File: config.mk
export PLATFORM = sky130hd
export DESIGN_NAME = slow_motion_envelope_unit
export DESIGN_NICKNAME = d
export VERILOG_FILES = /design/src/sme_pkg.sv /design/src/sme_ctrl.sv /design/src/sme_datapath.sv /design/src/slow_motion_envelope_unit.sv
export SDC_FILE = /design/constraint.sdc
export NUM_CORES = 2
export LEC_CHECK = 0
export BUFFER_PORTS_ARGS = -buffer_cell sky130_fd_sc_hd__buf_4
export CORE_MARGIN = 2
export CORE_UTILIZATION = 40
export DETAILED_ROUTE_END_ITERATION = 10
export PLACE_DENSITY_LB_ADDON = 0.25
export SYNTH_ARGS = -nofsm -noshare
export SYNTH_HDL_FRONTEND = slang
export SYNTH_HIERARCHICAL = 1
export SYNTH_SLANG_ARGS = --single-unit
File: constraint.sdc
create_clock -name clock -period 22 [get_ports clock]
set_clock_uncertainty 0.15 [all_clocks]
set_input_delay 4.4 -clock clock [delete_from_list [all_inputs] [get_ports clock]]
set_output_delay 4.4 -clock clock [all_outputs]
set_load 0.01 [all_outputs]
File: src/sme_pkg.sv
// Shared constants, codes and handshake types of the slow-motion envelope unit.
`default_nettype none

package sme_pkg;

   // Time and scale widths
   localparam int TIME_BITS       = 24;
   localparam int SCALE_FRAC_BITS = 16;
   localparam int TIMER_BITS      = TIME_BITS + 1;
   localparam int SCALE_BITS      = SCALE_FRAC_BITS + 1;
   localparam int DIVIDEND_BITS   = TIME_BITS + 2;
   localparam int CNT_BITS        = $clog2(SCALE_FRAC_BITS);
   localparam int PROD_BITS       = 2 * SCALE_BITS;
   localparam int FIFTH_SHIFT     = DIVIDEND_BITS + 2;
   localparam int FIFTH_PROD_BITS = 2 * DIVIDEND_BITS;

   // Fixed field widths of the transaction ports
   localparam int CMD_W       = 2;
   localparam int ELAPSED_W   = 20;
   localparam int REQ_SCALE_W = 18;
   localparam int REQ_TIME_W  = 25;
   localparam int PHASE_W     = 2;

   // Scale and time constants
   localparam logic [SCALE_BITS-1:0]    ONE      = {1'b1, {SCALE_FRAC_BITS{1'b0}}};
   localparam logic [TIME_BITS-1:0]     IN_CAP   = TIME_BITS'(60000);
   localparam logic [DIVIDEND_BITS-1:0] OUT_LOW  = DIVIDEND_BITS'(100000);
   localparam logic [DIVIDEND_BITS-1:0] OUT_HIGH = DIVIDEND_BITS'(400000);
   localparam logic [REQ_TIME_W-1:0]    TIME_MAX = REQ_TIME_W'((64'd1 << TIME_BITS) - 64'd1);

   // Rounded-up reciprocal of five, exact for every dividend below 2^DIVIDEND_BITS
   localparam logic [DIVIDEND_BITS-1:0] FIFTH_MUL =
      DIVIDEND_BITS'(((64'd1 << FIFTH_SHIFT) + 64'd4) / 64'd5);

   // Command codes
   typedef enum logic [CMD_W-1:0] {
      CMD_TICK     = 2'd0,
      CMD_SIMPLE   = 2'd1,
      CMD_ADVANCED = 2'd2,
      CMD_UNUSED   = 2'd3
   } sme_command_type;

   // Envelope phases
   typedef enum logic [PHASE_W-1:0] {
      PH_NONE      = 2'd0,
      PH_BLEND_IN  = 2'd1,
      PH_HOLD      = 2'd2,
      PH_BLEND_OUT = 2'd3
   } sme_phase_type;

   // Controller states
   typedef enum logic [2:0] {
      ST_IDLE,
      ST_PREP,
      ST_DIV,
      ST_MUL,
      ST_DONE
   } sme_state_type;

   // Controller to datapath
   typedef struct packed {
      logic load;
      logic div_init;
      logic div_step;
      logic mul;
      logic commit;
   } sme_cmd_type;

   // Datapath to controller
   typedef struct packed {
      logic need_div;
      logic div_last;
      logic out_free;
   } sme_stat_type;

endpackage

`default_nettype wire

File: src/sme_ctrl.sv
// Controller state machine sequencing one transaction through the envelope datapath.
`default_nettype none

module sme_ctrl import sme_pkg::*; (
   input  logic         clock,
   input  logic         reset,
   input  logic         req_valid,
   output logic         req_stall,
   input  sme_stat_type stat,
   output sme_cmd_type  cmd
);

   sme_state_type state_ff, state_in;

   // Hold the state
   always_ff @(posedge clock) begin
      if (reset) begin
         state_ff <= ST_IDLE;
      end else begin
         state_ff <= state_in;
      end
   end

   // Advance through prepare, divide, multiply and commit
   always_comb begin
      state_in = state_ff;
      unique case (state_ff)
         ST_IDLE: begin
            if (req_valid) begin
               state_in = ST_PREP;
            end
         end
         ST_PREP: begin
            state_in = stat.need_div ? ST_DIV : ST_MUL;
         end
         ST_DIV: begin
            if (stat.div_last) begin
               state_in = ST_MUL;
            end
         end
         ST_MUL: begin
            state_in = ST_DONE;
         end
         ST_DONE: begin
            if (stat.out_free) begin
               state_in = ST_IDLE;
            end
         end
         default: begin
            state_in = ST_IDLE;
         end
      endcase
   end

   // Drive datapath commands
   always_comb begin
      cmd       = '0;
      req_stall = 1'b1;
      unique case (state_ff)
         ST_IDLE: begin
            req_stall = 1'b0;
            cmd.load  = req_valid;
         end
         ST_PREP: begin
            cmd.div_init = 1'b1;
         end
         ST_DIV: begin
            cmd.div_step = 1'b1;
         end
         ST_MUL: begin
            cmd.mul = 1'b1;
         end
         ST_DONE: begin
            cmd.commit = stat.out_free;
         end
         default: begin
            cmd = '0;
         end
      endcase
   end

endmodule

`default_nettype wire

File: src/sme_datapath.sv
// Envelope datapath: state registers, shared restoring divider, multiplier, result register.
`default_nettype none

module sme_datapath import sme_pkg::*; (
   input  logic                          clock,
   input  logic                          reset,
   input  sme_cmd_type                   cmd,
   output sme_stat_type                  stat,
   input  logic [CMD_W-1:0]              req_command,
   input  logic [ELAPSED_W-1:0]          req_elapsed,
   input  logic signed [REQ_SCALE_W-1:0] req_scale,
   input  logic signed [REQ_TIME_W-1:0]  req_duration,
   input  logic signed [REQ_TIME_W-1:0]  req_ramp_in,
   input  logic signed [REQ_TIME_W-1:0]  req_ramp_out,
   input  logic                          rsp_stall,
   output logic                          rsp_valid,
   output logic [SCALE_BITS-1:0]         rsp_current_scale,
   output logic [PHASE_W-1:0]            rsp_phase
);

   // Clamp a signed time to 0..TIME_MAX
   function automatic logic [TIME_BITS-1:0] time_clamp(input logic signed [REQ_TIME_W-1:0] v);
      logic [TIME_BITS-1:0] r;
      if (v[REQ_TIME_W-1]) begin
         r = '0;
      end else if (v > $signed(TIME_MAX)) begin
         r = TIME_MAX[TIME_BITS-1:0];
      end else begin
         r = v[TIME_BITS-1:0];
      end
      return r;
   endfunction

   // Latched transaction
   sme_command_type        cmd_ff, cmd_in;
   logic [ELAPSED_W-1:0]   elapsed_ff, elapsed_in;
   logic [SCALE_BITS-1:0]  goal_req_ff, goal_req_in;
   logic [TIME_BITS-1:0]   dur_req_ff, dur_req_in;
   logic [TIME_BITS-1:0]   rin_req_ff, rin_req_in;
   logic [TIME_BITS-1:0]   rout_req_ff, rout_req_in;

   // Envelope state
   sme_phase_type          phase_ff, phase_in;
   logic [TIMER_BITS-1:0]  timer_ff, timer_in;
   logic [SCALE_BITS-1:0]  scale_now_ff, scale_now_in;
   logic [SCALE_BITS-1:0]  goal_ff, goal_in;
   logic [TIME_BITS-1:0]   hold_ff, hold_in;
   logic [TIME_BITS-1:0]   in_time_ff, in_time_in;
   logic [TIME_BITS-1:0]   out_time_ff, out_time_in;

   // Divider and multiplier
   logic [TIME_BITS-1:0]     rem_ff, rem_in;
   logic [DIVIDEND_BITS-1:0] quo_ff, quo_in;
   logic [CNT_BITS-1:0]      cnt_ff, cnt_in;
   logic [PROD_BITS-1:0]     prod_ff, prod_in;

   // Result register
   logic                   rsp_valid_ff, rsp_valid_in;
   logic [SCALE_BITS-1:0]  rsp_scale_ff, rsp_scale_in;
   sme_phase_type          rsp_phase_ff, rsp_phase_in;

   // Working signals
   logic [TIMER_BITS:0]    tsum_wide;
   logic [TIMER_BITS-1:0]  tsum;
   logic [TIME_BITS-1:0]   ramp;
   logic                   is_tick;
   logic                   is_blend;
   logic                   ratio_div;
   logic [TIME_BITS:0]     rem2;
   logic [TIME_BITS:0]     diff;
   logic                   ge;
   logic [SCALE_BITS-1:0]  t_ratio;
   logic [SCALE_BITS-1:0]  span;
   logic [SCALE_BITS-1:0]  part;
   logic [TIME_BITS-1:0]   quarter;
   logic [FIFTH_PROD_BITS-1:0] fifth_prod;

   // Latch and clean up the accepted transaction
   always_comb begin
      cmd_in      = cmd_ff;
      elapsed_in  = elapsed_ff;
      goal_req_in = goal_req_ff;
      dur_req_in  = dur_req_ff;
      rin_req_in  = rin_req_ff;
      rout_req_in = rout_req_ff;
      if (cmd.load) begin
         cmd_in     = sme_command_type'(req_command);
         elapsed_in = req_elapsed;
         if (req_scale[REQ_SCALE_W-1]) begin
            goal_req_in = '0;
         end else if (req_scale > $signed({1'b0, ONE})) begin
            goal_req_in = ONE;
         end else begin
            goal_req_in = req_scale[SCALE_BITS-1:0];
         end
         dur_req_in  = time_clamp(req_duration);
         rin_req_in  = time_clamp(req_ramp_in);
         rout_req_in = time_clamp(req_ramp_out);
      end
   end

   always_ff @(posedge clock) begin
      if (reset) begin
         cmd_ff <= CMD_UNUSED;
      end else begin
         cmd_ff <= cmd_in;
      end
      elapsed_ff  <= elapsed_in;
      goal_req_ff <= goal_req_in;
      dur_req_ff  <= dur_req_in;
      rin_req_ff  <= rin_req_in;
      rout_req_ff <= rout_req_in;
   end

   // Saturating timer advance and ramp selection
   assign tsum_wide = {1'b0, timer_ff} + (TIMER_BITS + 1)'(elapsed_ff);
   assign tsum      = tsum_wide[TIMER_BITS] ? {TIMER_BITS{1'b1}} : tsum_wide[TIMER_BITS-1:0];
   assign ramp      = (phase_ff == PH_BLEND_IN) ? in_time_ff : out_time_ff;
   assign is_tick   = (cmd_ff == CMD_TICK);
   assign is_blend  = (phase_ff == PH_BLEND_IN) || (phase_ff == PH_BLEND_OUT);

   // A ratio below one only when the timer has not yet reached the ramp time
   assign ratio_div = is_tick && is_blend && (ramp != '0) && (tsum < {1'b0, ramp});

   assign stat.need_div = ratio_div;
   assign stat.div_last = (cnt_ff == '0);
   assign stat.out_free = !rsp_valid_ff || !rsp_stall;

   // Restoring divider, one quotient bit a cycle
   assign rem2    = {rem_ff, 1'b0};
   assign ge      = (rem2 >= {1'b0, ramp});
   assign diff    = rem2 - {1'b0, ramp};

   // Four fifths of the hold time by reciprocal multiplication
   assign fifth_prod = FIFTH_PROD_BITS'({dur_req_ff, 2'b00}) * FIFTH_PROD_BITS'(FIFTH_MUL);

   always_comb begin
      rem_in = rem_ff;
      quo_in = quo_ff;
      cnt_in = cnt_ff;
      if (cmd.div_init) begin
         quo_in = '0;
         rem_in = tsum[TIME_BITS-1:0];
         cnt_in = CNT_BITS'(SCALE_FRAC_BITS - 1);
      end else if (cmd.div_step) begin
         rem_in = ge ? diff[TIME_BITS-1:0] : rem2[TIME_BITS-1:0];
         quo_in = {quo_ff[DIVIDEND_BITS-2:0], ge};
         cnt_in = cnt_ff - CNT_BITS'(1);
      end else if (cmd.mul && (cmd_ff == CMD_SIMPLE)) begin
         quo_in = DIVIDEND_BITS'(fifth_prod[FIFTH_SHIFT +: TIME_BITS]);
      end
   end

   always_ff @(posedge clock) begin
      if (reset) begin
         cnt_ff <= '0;
      end else begin
         cnt_ff <= cnt_in;
      end
      rem_ff <= rem_in;
      quo_ff <= quo_in;
   end

   // Scale the span by the blend ratio
   assign t_ratio = ratio_div ? {1'b0, quo_ff[SCALE_FRAC_BITS-1:0]} : ONE;
   assign span    = ONE - goal_ff;
   assign prod_in = cmd.mul ? (PROD_BITS'(span) * PROD_BITS'(t_ratio)) : prod_ff;
   assign part    = prod_ff[SCALE_FRAC_BITS +: SCALE_BITS];
   assign quarter = dur_req_ff >> 2;

   always_ff @(posedge clock) begin
      prod_ff <= prod_in;
   end

   // Work out the envelope state after this transaction
   always_comb begin
      phase_in     = phase_ff;
      timer_in     = timer_ff;
      scale_now_in = scale_now_ff;
      goal_in      = goal_ff;
      hold_in      = hold_ff;
      in_time_in   = in_time_ff;
      out_time_in  = out_time_ff;
      unique case (cmd_ff)
         CMD_SIMPLE: begin
            goal_in    = goal_req_ff;
            hold_in    = dur_req_ff;
            in_time_in = (quarter < IN_CAP) ? quarter : IN_CAP;
            if (quo_ff < OUT_LOW) begin
               out_time_in = OUT_LOW[TIME_BITS-1:0];
            end else if (quo_ff > OUT_HIGH) begin
               out_time_in = OUT_HIGH[TIME_BITS-1:0];
            end else begin
               out_time_in = quo_ff[TIME_BITS-1:0];
            end
            timer_in = '0;
            phase_in = PH_BLEND_IN;
         end
         CMD_ADVANCED: begin
            goal_in     = goal_req_ff;
            hold_in     = dur_req_ff;
            in_time_in  = rin_req_ff;
            out_time_in = rout_req_ff;
            timer_in    = '0;
            phase_in    = PH_BLEND_IN;
         end
         CMD_TICK: begin
            unique case (phase_ff)
               PH_BLEND_IN: begin
                  timer_in     = tsum;
                  scale_now_in = ONE - part;
                  if (!ratio_div) begin
                     phase_in = PH_HOLD;
                     timer_in = '0;
                  end
               end
               PH_HOLD: begin
                  timer_in     = tsum;
                  scale_now_in = goal_ff;
                  if (tsum >= {1'b0, hold_ff}) begin
                     phase_in = PH_BLEND_OUT;
                     timer_in = '0;
                  end
               end
               PH_BLEND_OUT: begin
                  timer_in     = tsum;
                  scale_now_in = goal_ff + part;
                  if (!ratio_div) begin
                     phase_in     = PH_NONE;
                     timer_in     = '0;
                     scale_now_in = ONE;
                  end
               end
               default: begin
                  scale_now_in = ONE;
               end
            endcase
         end
         default: begin
            phase_in = phase_ff;
         end
      endcase
   end

   // Commit the envelope state
   always_ff @(posedge clock) begin
      if (reset) begin
         phase_ff     <= PH_NONE;
         timer_ff     <= '0;
         scale_now_ff <= ONE;
         goal_ff      <= ONE;
         hold_ff      <= '0;
         in_time_ff   <= '0;
         out_time_ff  <= '0;
      end else if (cmd.commit) begin
         phase_ff     <= phase_in;
         timer_ff     <= timer_in;
         scale_now_ff <= scale_now_in;
         goal_ff      <= goal_in;
         hold_ff      <= hold_in;
         in_time_ff   <= in_time_in;
         out_time_ff  <= out_time_in;
      end
   end

   // Result register: load on commit, drop when taken
   assign rsp_valid_in = cmd.commit ? 1'b1 : (rsp_valid_ff && rsp_stall);
   assign rsp_scale_in = cmd.commit ? scale_now_in : rsp_scale_ff;
   assign rsp_phase_in = cmd.commit ? phase_in : rsp_phase_ff;

   always_ff @(posedge clock) begin
      if (reset) begin
         rsp_valid_ff <= 1'b0;
      end else begin
         rsp_valid_ff <= rsp_valid_in;
      end
      rsp_scale_ff <= rsp_scale_in;
      rsp_phase_ff <= rsp_phase_in;
   end

   assign rsp_valid         = rsp_valid_ff;
   assign rsp_current_scale = rsp_scale_ff;
   assign rsp_phase         = rsp_phase_ff;

endmodule

`default_nettype wire

File: src/slow_motion_envelope_unit.sv
// Top level of the slow-motion envelope unit: controller plus datapath.
//
// Attack-hold-release envelope for a playback rate factor (Q1.16, 65536 = 1.0).
// The request channel (req_valid / req_stall) carries one transaction per item:
// a tick that advances the envelope by req_elapsed microseconds, or a simple or
// advanced slow request that sets the target scale and the ramp and hold times.
// Every transaction returns one result on the response channel (rsp_valid /
// rsp_stall): the current scale and the phase after that transaction.
// One transaction is worked on at a time. Requests, ticks that need no ratio and
// unused commands pass from acceptance through prepare, multiply and commit; a
// tick mid-ramp adds a 16-step restoring divide of the timer by the ramp time
// between prepare and multiply. The next transaction is taken on the cycle
// after the result is registered.
// A result waiting in the output register does not block the next
// transaction; only the commit of the following result waits while rsp_stall
// holds the earlier one. Reset returns the envelope to phase none at scale 1.0
// with all times cleared, and empties the output register.
`default_nettype none

module slow_motion_envelope_unit import sme_pkg::*; (
   input  logic                          clock,
   input  logic                          reset,
   input  logic                          req_valid,
   output logic                          req_stall,
   input  logic [CMD_W-1:0]              req_command,
   input  logic [ELAPSED_W-1:0]          req_elapsed,
   input  logic signed [REQ_SCALE_W-1:0] req_scale,
   input  logic signed [REQ_TIME_W-1:0]  req_duration,
   input  logic signed [REQ_TIME_W-1:0]  req_ramp_in,
   input  logic signed [REQ_TIME_W-1:0]  req_ramp_out,
   output logic                          rsp_valid,
   input  logic                          rsp_stall,
   output logic [SCALE_BITS-1:0]         rsp_current_scale,
   output logic [PHASE_W-1:0]            rsp_phase
);

   sme_cmd_type  cmd;
   sme_stat_type stat;

   // Sequence each transaction
   sme_ctrl u_ctrl (
      .clock     (clock),
      .reset     (reset),
      .req_valid (req_valid),
      .req_stall (req_stall),
      .stat      (stat),
      .cmd       (cmd)
   );

   // Hold the envelope state and compute
   sme_datapath u_datapath (
      .clock             (clock),
      .reset             (reset),
      .cmd               (cmd),
      .stat              (stat),
      .req_command       (req_command),
      .req_elapsed       (req_elapsed),
      .req_scale         (req_scale),
      .req_duration      (req_duration),
      .req_ramp_in       (req_ramp_in),
      .req_ramp_out      (req_ramp_out),
      .rsp_stall         (rsp_stall),
      .rsp_valid         (rsp_valid),
      .rsp_current_scale (rsp_current_scale),
      .rsp_phase         (rsp_phase)
   );

endmodule

`default_nettype wire
## After elaboration in Yosys (flattened, before gate mapping)

Index checks and enable logic that the tools add are counted.

| storage, ports and cells | value |
|---|---|
| flip-flop bits (word level) | 354 |
| input port bits | 119 |
| output and inout bits | 21 |
| word-level logic and storage cells | 120 |

| operators by class | value |
|---|---|
| add/sub/neg operators | 6 |
| multipliers | 2 |
| magnitude comparators | 10 |
| equality and inequality tests | 13 |
| multiplexer cells | 43 |
| reductions and logical operators | 24 |

Operator list:

| cell | count |
|---|---|
| 24-bit 2-to-1 mux | 9 |
| 25-bit case mux with 2 select lines | 2 |
| 24-bit case mux with 2 select lines | 2 |
| 25-bit > comparator (second input constant) | 3 |
| 25-bit 2-to-1 mux | 3 |
| 17-bit 2-to-1 mux | 4 |
| 26-bit 2-to-1 mux | 2 |
| 17-bit case mux with 3 select lines | 1 |
| 25-bit by 24-bit greater-or-equal comparator with 1-bit output | 2 |
| 24-bit by 24-bit multiplier with 48-bit output (second input constant) | 1 |
| 17-bit subtractor (first input constant) | 2 |
| 17-bit by 17-bit multiplier with 33-bit output | 1 |
| 25-bit by 20-bit adder with 26-bit output | 1 |
| 26-bit by 19-bit > comparator with 1-bit output (second input constant) | 1 |
| 26-bit by 17-bit < comparator with 1-bit output (second input constant) | 1 |
| 25-bit by 24-bit < comparator with 1-bit output | 1 |
| 24-bit nonzero test | 1 |
| 24-bit subtractor | 1 |
| 22-bit by 16-bit < comparator with 1-bit output (second input constant) | 1 |
| 22-bit 2-to-1 mux | 1 |
| 18-bit > comparator (second input constant) | 1 |
| 17-bit adder | 1 |
| 3-bit case mux with 5 select lines | 1 |
| 3-bit 2-to-1 mux | 3 |
| other kinds (24) | 52 |

## Longest topological paths before layout

| depth | value |
|---|---|
| depth after elaboration | 8 |
| mapped depth | 47 |
| mapped depth without buffers | 43 |

## Cells and area by module

Netlist, hierarchy kept.

Modules (own cells, without submodules):

| module | instances | cells each | area each (µm²) | sequential area each (µm²) |
|---|---|---|---|---|
| sme_datapath | 1 | 4046 | 37508.5 | 8398.1 |
| sme_ctrl | 1 | 27 | 245.2 | 60.1 |

## Least setup slack after synthesis

No wires, ideal clock.

| timing path | value |
|---|---|
| path kind | register -> register |
| start | reg u_datapath.elapsed_ff[0] |
| end | reg u_datapath.prod_ff[32] (data pin) |
| library setup time | 261 ps |
| arrival time | 10147 ps |
| required time | 21589 ps |
| slack | 11442 ps |
| cell stages (with the launch flop) | 39 |
| buffers on the path | 1 |
| period minus slack after synthesis | 10558 ps |
| cell sequence | edfxtp_1 > ha_1 > fa_1 > a211oi_1 > o21ai_0 > nand4b_1 > a21oi_1 > nor2_1 > nor3_1 > or3b_2 > ha_1 > a21o_1 > a2111oi_0 > o211ai_1 > nor4b_1 > nand2_1 > o31ai_4 > nand2_2 > [3 not listed] > fa_1 > inv_1 > fa_1 > fa_1 > fa_1 > fa_1 > inv_1 > fa_1 > inv_1 > ha_1 > or2_2 > a21oi_1 > a311oi_1 > o311a_1 > o21a_1 > a311oi_1 > o21ai_0 > xnor2_1 |

| on the way | value |
|---|---|
| word-level cells in the longest chain between the ends | 6 |

RTL lines:

| item | RTL line | source |
|---|---|---|
| start, declared | sme_datapath.sv:36 | `logic [ELAPSED_W-1:0] elapsed_ff, elapsed_in;` |
| start signal, assigned | sme_datapath.sv:108 | `elapsed_ff <= elapsed_in;` |
| 25-bit by 20-bit adder with 26-bit output | sme_datapath.sv:116 | `assign tsum_wide = {1'b0, timer_ff} + (TIMER_BITS + 1)'(elapsed_ff);` |
| 25-bit 2-to-1 mux | sme_datapath.sv:117 | `assign tsum = tsum_wide[TIMER_BITS] ? {TIMER_BITS{1'b1}} : tsum_wide[TIMER_BITS-1:0];` |
| 25-bit by 24-bit < comparator with 1-bit output | sme_datapath.sv:123 | `assign ratio_div = is_tick && is_blend && (ramp != '0) && (tsum < {1'b0, ramp});` |
| 1-bit logical AND | sme_datapath.sv:123 |  |
| 17-bit 2-to-1 mux | sme_datapath.sv:165 | `assign t_ratio = ratio_div ? {1'b0, quo_ff[SCALE_FRAC_BITS-1:0]} : ONE;` |
| 17-bit by 17-bit multiplier with 33-bit output | sme_datapath.sv:167 | `assign prod_in = cmd.mul ? (PROD_BITS'(span) * PROD_BITS'(t_ratio)) : prod_ff;` |
| end signal, assigned | sme_datapath.sv:172 | `prod_ff <= prod_in;` |
| end, declared | sme_datapath.sv:55 | `logic [PROD_BITS-1:0] prod_ff, prod_in;` |

Every way passes these cells.
A chain may end at the register's enable or synchronous reset.

==> summary.txt <==
initial antenna violation count -> 2
Tmin final -> 13.02 ns
multiplexer share of the synthesized area -> 0.9644%
CTS Buffer Depth -> 3
via count -> 29257
Yosys top cell by area -> fa_1
drt via density -> 5.376
Worst EP arrival -> 13.20 ns
Post-Layout Cell Count -> 5442
FP Rows -> 112
clock sink count -> 338
worst-path maximum fanout -> 30
largest net degree at the start of global routing -> 88
CP Capture Type -> register
CP most frequent cell -> fa_1
top cell type's share of synthesized area -> 23.60%
post-synthesis instance total -> 4073
sequential cell area fraction in the yosys report -> 22.40%
Clock transition at path regs -> 0.06 ns
layout filler cell count -> 9091
area grow syn2layout -> 9.873%
crit-path leading delay family -> compound AO/OA/AOI/OAI gates
Max Clk Rate -> 76.78 MHz
Crit Path Category -> reg2reg
post-CTS setup buffers -> 0
utilization after layout -> 44.38%
Hold-fix buffers, CTS -> 0
syn_area_per_cell -> 9.269 um2
RSZ-0062 raised after global routing -> no
clock tree from TritonCTS -> done
CP max-delay cell -> clkinv_1
Num CTS Buffers -> 41
share of cells above drive strength 1 -> 7.046%
Commonest cells post-synth -> 709 x inv_1, 484 x ha_1, 450 x nand2_1
final instance area -> 41480 um2
Synth Area in XOR/XNOR -> 2.996%
Synth Area in Simple Gates -> 13.57%
critical path data required time -> 22.17 ns
clk_lat worst skew -> 0.59 ns
first-pass GRT wire length -> 175700 um
routed len/inst -> 20.66 um
DR pass1 iterations -> 6
Buf+Inv Stages, Crit Path -> 6
synth warn -> 6
worst stage delay on the critical path -> 0.70 ns
port buffer count -> 139
most common flop cell mapped by yosys -> edfxtp_1
Setup Viol. Count Final -> 0
Top Ports -> 140
Max-slew headroom -> 5.701%
Slew @ Worst Pin -> 1.409 ns
DIE WIDTH -> 311.2 um
Yosys cell types -> 91
post-route DRC violation count -> 0
CP Launch Type -> register
Starting Density -> 40.39%
Yosys reg bits -> 338
Final period util -> 59.20%
area fraction in compound gates after synthesis -> 11.79%
Post-DP Area -> 40160 um2
Storage cell area -> 8458 um2
combinational family with the most area after synthesis -> adder cells
DRT Wirelength -> 112500 um
final hold vios -> 0
Placed Cells -> 5365
Synth area leaders -> fa_1 24%, ha_1 16%, edfxtp_1 13%
Pins Over Slew Limit -> 0
total grt overflow -> 0
Antenna Nets Post-Route -> 0
Fin Setup TNS -> 0 ns
adder-cell area share of the yosys netlist -> 39.64%
Total Routing Usage GR -> 23.38%
Nets -> 5202
Iter 0 DRT Violations -> 2434
Async SR Flop Fraction -> 0%
H-Tree Level Count -> 2
Synthesized Nets -> 5121
HP Class -> reg2reg
most frequent cell after synthesis -> inv_1
Die Ht -> 311.2 um
DP HPWL -> 89350 um
clk root buf -> clkbuf_16
number of flops mapped to enable cells by yosys -> 169
GP Congestion -> 0.9414
Max-Cap Viols -> 0
footprint of the multi-input gates -> 26100 um2
vias in the first global route -> 29512
die footprint -> 96860 um2
Resized Gates After CTS -> 0
Mapped Area -> 37750 um2
status -> finished, final reports clean
Core ar. -> 93470 um2
==> final cells by class <==
| type | instances | share of cell area [%] |
|---|---|---|
| Clock buffer | 57 | 2.745 |
| Multi-Input combinational cell | 2880 | 62.93 |
| Sequential cell | 338 | 20.39 |
| Tap cell | 1254 | 3.782 |
| Timing Repair Buffer | 181 | 3.276 |
| Antenna cell | 1 | 0.006033 |
| Inverter | 712 | 6.443 |
| Clock inverter | 19 | 0.4283 |
==> layer usage <==
layer	up-vias	wire, um	track usage (%)
li1	13666	-	-
met1	14473	52090	34.15
met2	967	49500	36.06
met3	151	8133	3.806
met4	0	2730	5.621
met5	-	0	0
==> tightest hold or removal path, delay by kind of cell, from the launching register on <==
family,cells,cell delay (ns)
flip-flops,1,0.32
AO/OA/AOI/OAI,1,0.05
AND/OR/NAND/NOR,1,0.04
==> cells by family (layout without fill, tap and decap cells) <==
logic type / count (synthesis) / count (layout)
flops: 338 / 338
simple gates: 1112 / 1112
compound gates: 676 / 676
fa+ha+maj: 929 / 929
xor+xnor: 127 / 127
other cells: 0 / 1
buf+inv: 855 / 969
mux: 36 / 36
==> worst paths after layout <==
kind,from,to,slack (ns),depth (start not counted)
max reg2reg,u_datapath/elapsed_ff[0]$_DFFE_PP_,u_datapath/prod_ff[32]$_DFFE_PP_,8.98,40
min,u_datapath/scale_now_ff[6]$_SDFFE_PP0P_,u_datapath/scale_now_ff[6]$_SDFFE_PP0P_,0.30,2
max,u_datapath/elapsed_ff[0]$_DFFE_PP_,u_datapath/prod_ff[32]$_DFFE_PP_,8.98,40
min reg2reg,u_datapath/scale_now_ff[6]$_SDFFE_PP0P_,u_datapath/scale_now_ff[6]$_SDFFE_PP0P_,0.30,2
==> through the flow <==
step | hold WS (ns) | setup WS, ns
final | 0.3024 | 8.975
after global placement | 0.2840 | 9.395
after detailed placement | 0.2925 | 9.052
after global routing | 0.3266 | 8.041
after CTS | 0.3053 | 9.066
after floorplan | 0.2757 | 11.44
==> cell usage in the layout, fill, tap and decap left out, drive strengths merged, types with 26 or more instances in the layout <==
cell | synthesis | routed
and3 | 33 | 33
nor3 | 55 | 55
dfxtp | 169 | 169
a211oi | 31 | 31
clkbuf | 114 | 57
fa | 445 | 445
buf | 29 | 181
a21oi | 214 | 214
xor2 | 53 | 53
xnor2 | 74 | 74
nor4 | 30 | 30
a21o | 48 | 48
mux2i | 33 | 33
and2 | 26 | 26
nand3 | 40 | 40
a31oi | 37 | 37
ha | 484 | 484
inv | 710 | 715
nor2b | 92 | 92
nor2 | 278 | 278
nand2 | 451 | 451
a221oi | 35 | 35
edfxtp | 169 | 169
o21ai | 131 | 131
==> state kept, by name, indices dropped and copies added, names as in the netlist <==
| signal | cells |
|---|---|
| u_ctrl/state_ff | 3 |
| u_datapath/cmd_ff | 2 |
| u_datapath/cnt_ff | 4 |
| u_datapath/dur_req_ff | 24 |
| u_datapath/elapsed_ff | 20 |
| u_datapath/goal_ff | 17 |
| u_datapath/goal_req_ff | 17 |
| u_datapath/hold_ff | 24 |
| u_datapath/in_time_ff | 24 |
| u_datapath/out_time_ff | 24 |
| u_datapath/phase_ff | 2 |
| u_datapath/prod_ff | 17 |
| u_datapath/quo_ff | 26 |
| u_datapath/rem_ff | 24 |
| u_datapath/rin_req_ff | 24 |
| u_datapath/rout_req_ff | 24 |
| u_datapath/rsp_current_scale | 17 |
| u_datapath/rsp_phase | 2 |
| u_datapath/rsp_valid | 1 |
| u_datapath/scale_now_ff | 17 |
| u_datapath/timer_ff | 25 |
Power is left out: the tool's default activity adds up to more than one toggle a clock period on the data nets, which glitch-free logic cannot reach.
